<file path="config.mk">
export PLATFORM = sky130hd
export DESIGN_NAME = idal_cfg
export DESIGN_NICKNAME = d
export VERILOG_FILES = /design/src/rtl/core/idal_pkg.sv /design/src/rtl/core/idal_cfg.sv
export SDC_FILE = /design/constraint.sdc
export NUM_CORES = 1
export LEC_CHECK = 0
export ABC_AREA = 0
export BUFFER_PORTS_ARGS = -buffer_cell sky130_fd_sc_hd__buf_2
export CAP_MARGIN = 20
export CELL_PAD_IN_SITES_DETAIL_PLACEMENT = 1
export CELL_PAD_IN_SITES_GLOBAL_PLACEMENT = 2
export CORE_UTILIZATION = 15
export CTS_BUF_LIST = sky130_fd_sc_hd__clkbuf_8
export DETAILED_ROUTE_END_ITERATION = 7
export GPL_ROUTABILITY_DRIVEN = 1
export HOLD_SLACK_MARGIN = 0.05
export PLACE_DENSITY = 0.86
export RECOVER_POWER = 100
export SYNTH_ARGS = -nofsm -noshare
export SYNTH_HDL_FRONTEND = slang
export SYNTH_SLANG_ARGS = --single-unit
</file>
<file path="constraint.sdc">
create_clock -name clk -period 1.1 [get_ports clk]
set_clock_uncertainty 0.05 [all_clocks]
set_input_delay 0.22 -clock clk [delete_from_list [all_inputs] [get_ports clk]]
set_output_delay 0.22 -clock clk [all_outputs]
set_load 0.03 [all_outputs]
</file>
<file path="src/rtl/core/idal_pkg.sv">
// Package for the identifier allocator: sizes, request codes and the sequencer state type.
// It has no dependencies. The top level and the configuration register block use it.
package idal_pkg;

  localparam int CAPACITY = 1024;
  localparam int ID_W     = $clog2(CAPACITY);
  localparam int CNT_W    = ID_W + 1;
  localparam int FUNC_W   = 2;
  localparam int POOL_W   = 11;
  localparam int IN_W     = 16;
  localparam int OUT_W    = 16;
  localparam int APB_AW   = 3;
  localparam int APB_DW   = 32;

  localparam logic [CNT_W-1:0] CAP_CNT = CNT_W'(CAPACITY);

  typedef enum logic [FUNC_W-1:0] {
    FUNC_GET     = 2'd0,
    FUNC_CHECK   = 2'd1,
    FUNC_RELEASE = 2'd2,
    FUNC_NONE    = 2'd3
  } func_t;

  typedef enum logic [1:0] {
    S_IDLE = 2'b01,
    S_EXEC = 2'b10
  } state_t;

  // Register word index of max_ids
  localparam logic REG_MAX_IDS = 1'b0;

endpackage

</file>
<file path="src/rtl/core/idal_cfg.sv">
// APB register block of the identifier allocator: holds the max_ids pool size.
// It depends on idal_pkg.
module idal_cfg import idal_pkg::*; (
  input  logic                 clk,
  input  logic                 rst_n,
  input  logic                 cfg_psel,
  input  logic                 cfg_penable,
  input  logic                 cfg_pwrite,
  input  logic [APB_AW-1:0]    cfg_paddr,
  input  logic [APB_DW-1:0]    cfg_pwdata,
  output logic [APB_DW-1:0]    cfg_prdata,
  output logic                 cfg_pready,
  output logic [POOL_W-1:0]    max_ids
);

  logic [POOL_W-1:0] max_ids_r;
  logic              wr_en;

  assign cfg_pready = 1'b1;
  assign wr_en = cfg_psel & cfg_penable & cfg_pwrite & cfg_pready
               & (cfg_paddr[2] == REG_MAX_IDS);

  always_ff @(posedge clk) begin
    if (!rst_n) begin
      max_ids_r <= POOL_W'(CAPACITY);
    end else if (wr_en) begin
      max_ids_r <= cfg_pwdata[POOL_W-1:0];
    end
  end

  always_comb begin
    cfg_prdata = '0;
    if (cfg_paddr[2] == REG_MAX_IDS) begin
      cfg_prdata = {{(APB_DW-POOL_W){1'b0}}, max_ids_r};
    end
  end

  assign max_ids = max_ids_r;

endmodule

</file>
==> summary.txt <==
Place
  – Placed inst area: 942 µm²
  – Placed instance count: 170
  – Pre-CTS WS: -0.0762 ns
  – Port Buffer Count: 38
  – Post-DP HPWL: 1260 µm
  – GP Congestion: 0.615

Global route
  – Wire length of the first global-routing pass: 2640 µm
  – GR Overflow Total: 0
  – Tot GR Track Use: 6.69%
  – Vias in the first global route: 577
  – Largest net degree at the start of global routing: 21
  – Initial antenna violation count: 0

Routing
  – Met3 routed WL: 134 µm
  – Final wirelength: 1730 µm
  – Drt wl/cell: 9.65 µm
  – DR vias/cell: 3.44
  – Iteration-0 DRC count of the detailed router: 19
  – Antenna Nets Post-Route: 0
  – Uppermost routed layer: met3
  – Vias: 615
  – Met1 WL: 759 µm
  – # DRC: 14
  – Wire length on met2: 833 µm
  – Drt pass-1 iters: 6

Synthesis
  – Distinct cells, synth: 10
  – Yosys Warn Count: 0
  – Main synth FF type: dfxtp_1
  – Synth area leaders: dfxtp_1 (31%), buf_4 (23%), mux2i_1 (16%)
  – Area share of the largest cell type after synthesis: 31.0%
  – Avg Cell Area, Syn: 8.45 µm²
  – Synthesized area: 709 µm²
  – Commonest cells in the netlist: buf_4 (22), nand2_1 (20), nor2b_1 (12), dfxtp_1 (11), mux2i_1 (11)
  – EDFF count, synth: 0
  – Sequential cell area fraction in the yosys report: 31.0%
  – Yosys reg bits: 11
  – Cell taking the most area after synthesis: dfxtp_1
  – Most frequent cell after synthesis: buf_4
  – Synth Instances: 84
  – Async S/R FF share, synth: 0%

Setup path
  – Crit-path max FO: 6
  – Critical Path AT: 0.86 ns
  – Crit path launch type: input pin
  – Slowest cell on crit path: and2b_1
  – Worst Path Required: 0.83 ns
  – Crit end category: output port
  – Crit-path cells: clkbuf_2, buf_12, and2b_1, buf_6
  – Worst path max stage delay: 0.19 ns
  – Worst Path Class, Setup: input pin to output port

STA
  – Min setup slack post-route: -0.0293 ns
  – Fin crit period: 1.13 ns
  – Worst Hold Margin: 0.170 ns
  – Final Hold Viols: 0
  – Setup total negative slack: -0.113 ns
  – Highest Clock Rate: 885 MHz
  – Final slew viol count: 0
  – RSZ-0062 raised after global routing: yes
  – Final setup violation count: 9
  – Fin crit share: 103%

Run status
  – Status: complete, but fails checks
  – Failing checks: DRC, setup timing

Floorplanning
  – Die area: 5010 µm²
  – Num ports: 84
  – Row count: 24
  – Starting density of the core: 16.0%
  – CORE AREA: 4440 µm²
  – Horiz. Die Dim: 70.8 µm
  – Die Ht: 70.8 µm

Clock tree
  – CTS tree: yes
  – H-Tree Depth: 1
  – CTS clock-pin slew for the worst setup and hold paths: 0.05 ns
  – Cts hold-fix bufs: 0
  – Num CTS Buffers: 3
  – Root buf cell: clkbuf_8
  – Max clock buf depth: 2
  – Clock sinks: 11
  – Clk Latency, worst-skew pair: 0.24 ns

Finish
  – Final Core Density: 25.3%
  – Post-route cell area: 1120 µm²
  – Share of cells above drive strength 1: 55.1%
  – # diodes: 0
  – Post-Layout Cell Count: 179
  – Max reg flops: 11
  – Fin nets: 168
  – Area grow syn2layout: 58.2%
  – Fill count: 536

Power
  – Peak supply drop: 0.000284 V
  – Pwr dens: 974 nW/µm²
  – Pwr Total: 1.09 mW
  – Pleak: 0.527 nW

Worst hold path
  – Hold WC Path Type: input pin to flop

Run
  – Max-Cap Viols: 0
## layout make-up
cell class                 count  area, µm²  share of cell area [%]
multi-input combinational     67        437                    38.9
clock inverter                 1       3.75                   0.334
sequential                    11        234                    20.8
timing repair buffer          45        342                    30.4
tap                           52       65.1                    5.80
clock buffer                   3       41.3                    3.68
## final timing paths
path,start,to,cells after the start,slack (ns)
hold / removal,cfg_pwdata[6],max_ids[6],3,0.17
hold reg to reg,max_ids[8],max_ids[8],2,0.41
setup reg to reg,max_ids[2],max_ids[2],4,0.24
setup / recovery,cfg_paddr[2],cfg_prdata[8],4,-0.03
## power by group
part | total, mW | internal (mW) | switching [mW]
Clock | 0.401 | 0.245 | 0.156
Sequential | 0.416 | 0.409 | 0.00648
Combinational | 0.276 | 0.0840 | 0.192
## worst max-delay path, delay by kind of cell
| family | cells | cell delay (ns) |
|---|---|---|
| buf+inv | 3 | 0.44 |
| simple gates | 1 | 0.19 |
## placed cells by master (no fill, tap or decap)
master and n:
mux2i_1 11, and4b_2 1, clkbuf_16 1, nand2_1 20, buf_2 16, nor2b_1 2
dfxtp_2 11, conb_1 22, nor2b_4 10, inv_1 1, clkbuf_8 3, buf_12 1
clkbuf_2 11, and2b_1 1, buf_4 5, buf_6 11
## kinds of logic after synthesis
kind of cell | synth area share (%)
flip-flops | 31.0
buffers and inverters | 28.2
AND/OR/NAND/NOR | 24.2
other | 1.06
multiplexers | 15.5
## metal layers
layer / track usage (%) / vias to the layer above
li1: - / 302
met4: 3.33 / 0
met3: 1.42 / 0
met5: 0 / -
met1: 8.02 / 280
met2: 11.3 / 33
## what timing repair did
action	CTS	global route
setup endpoints to repair	12	11
gates cloned	0	1
resized for setup	33	0
buffers inserted	3	1
hold endpoints to repair	0	0
Power figures use the tool's default switching activity.
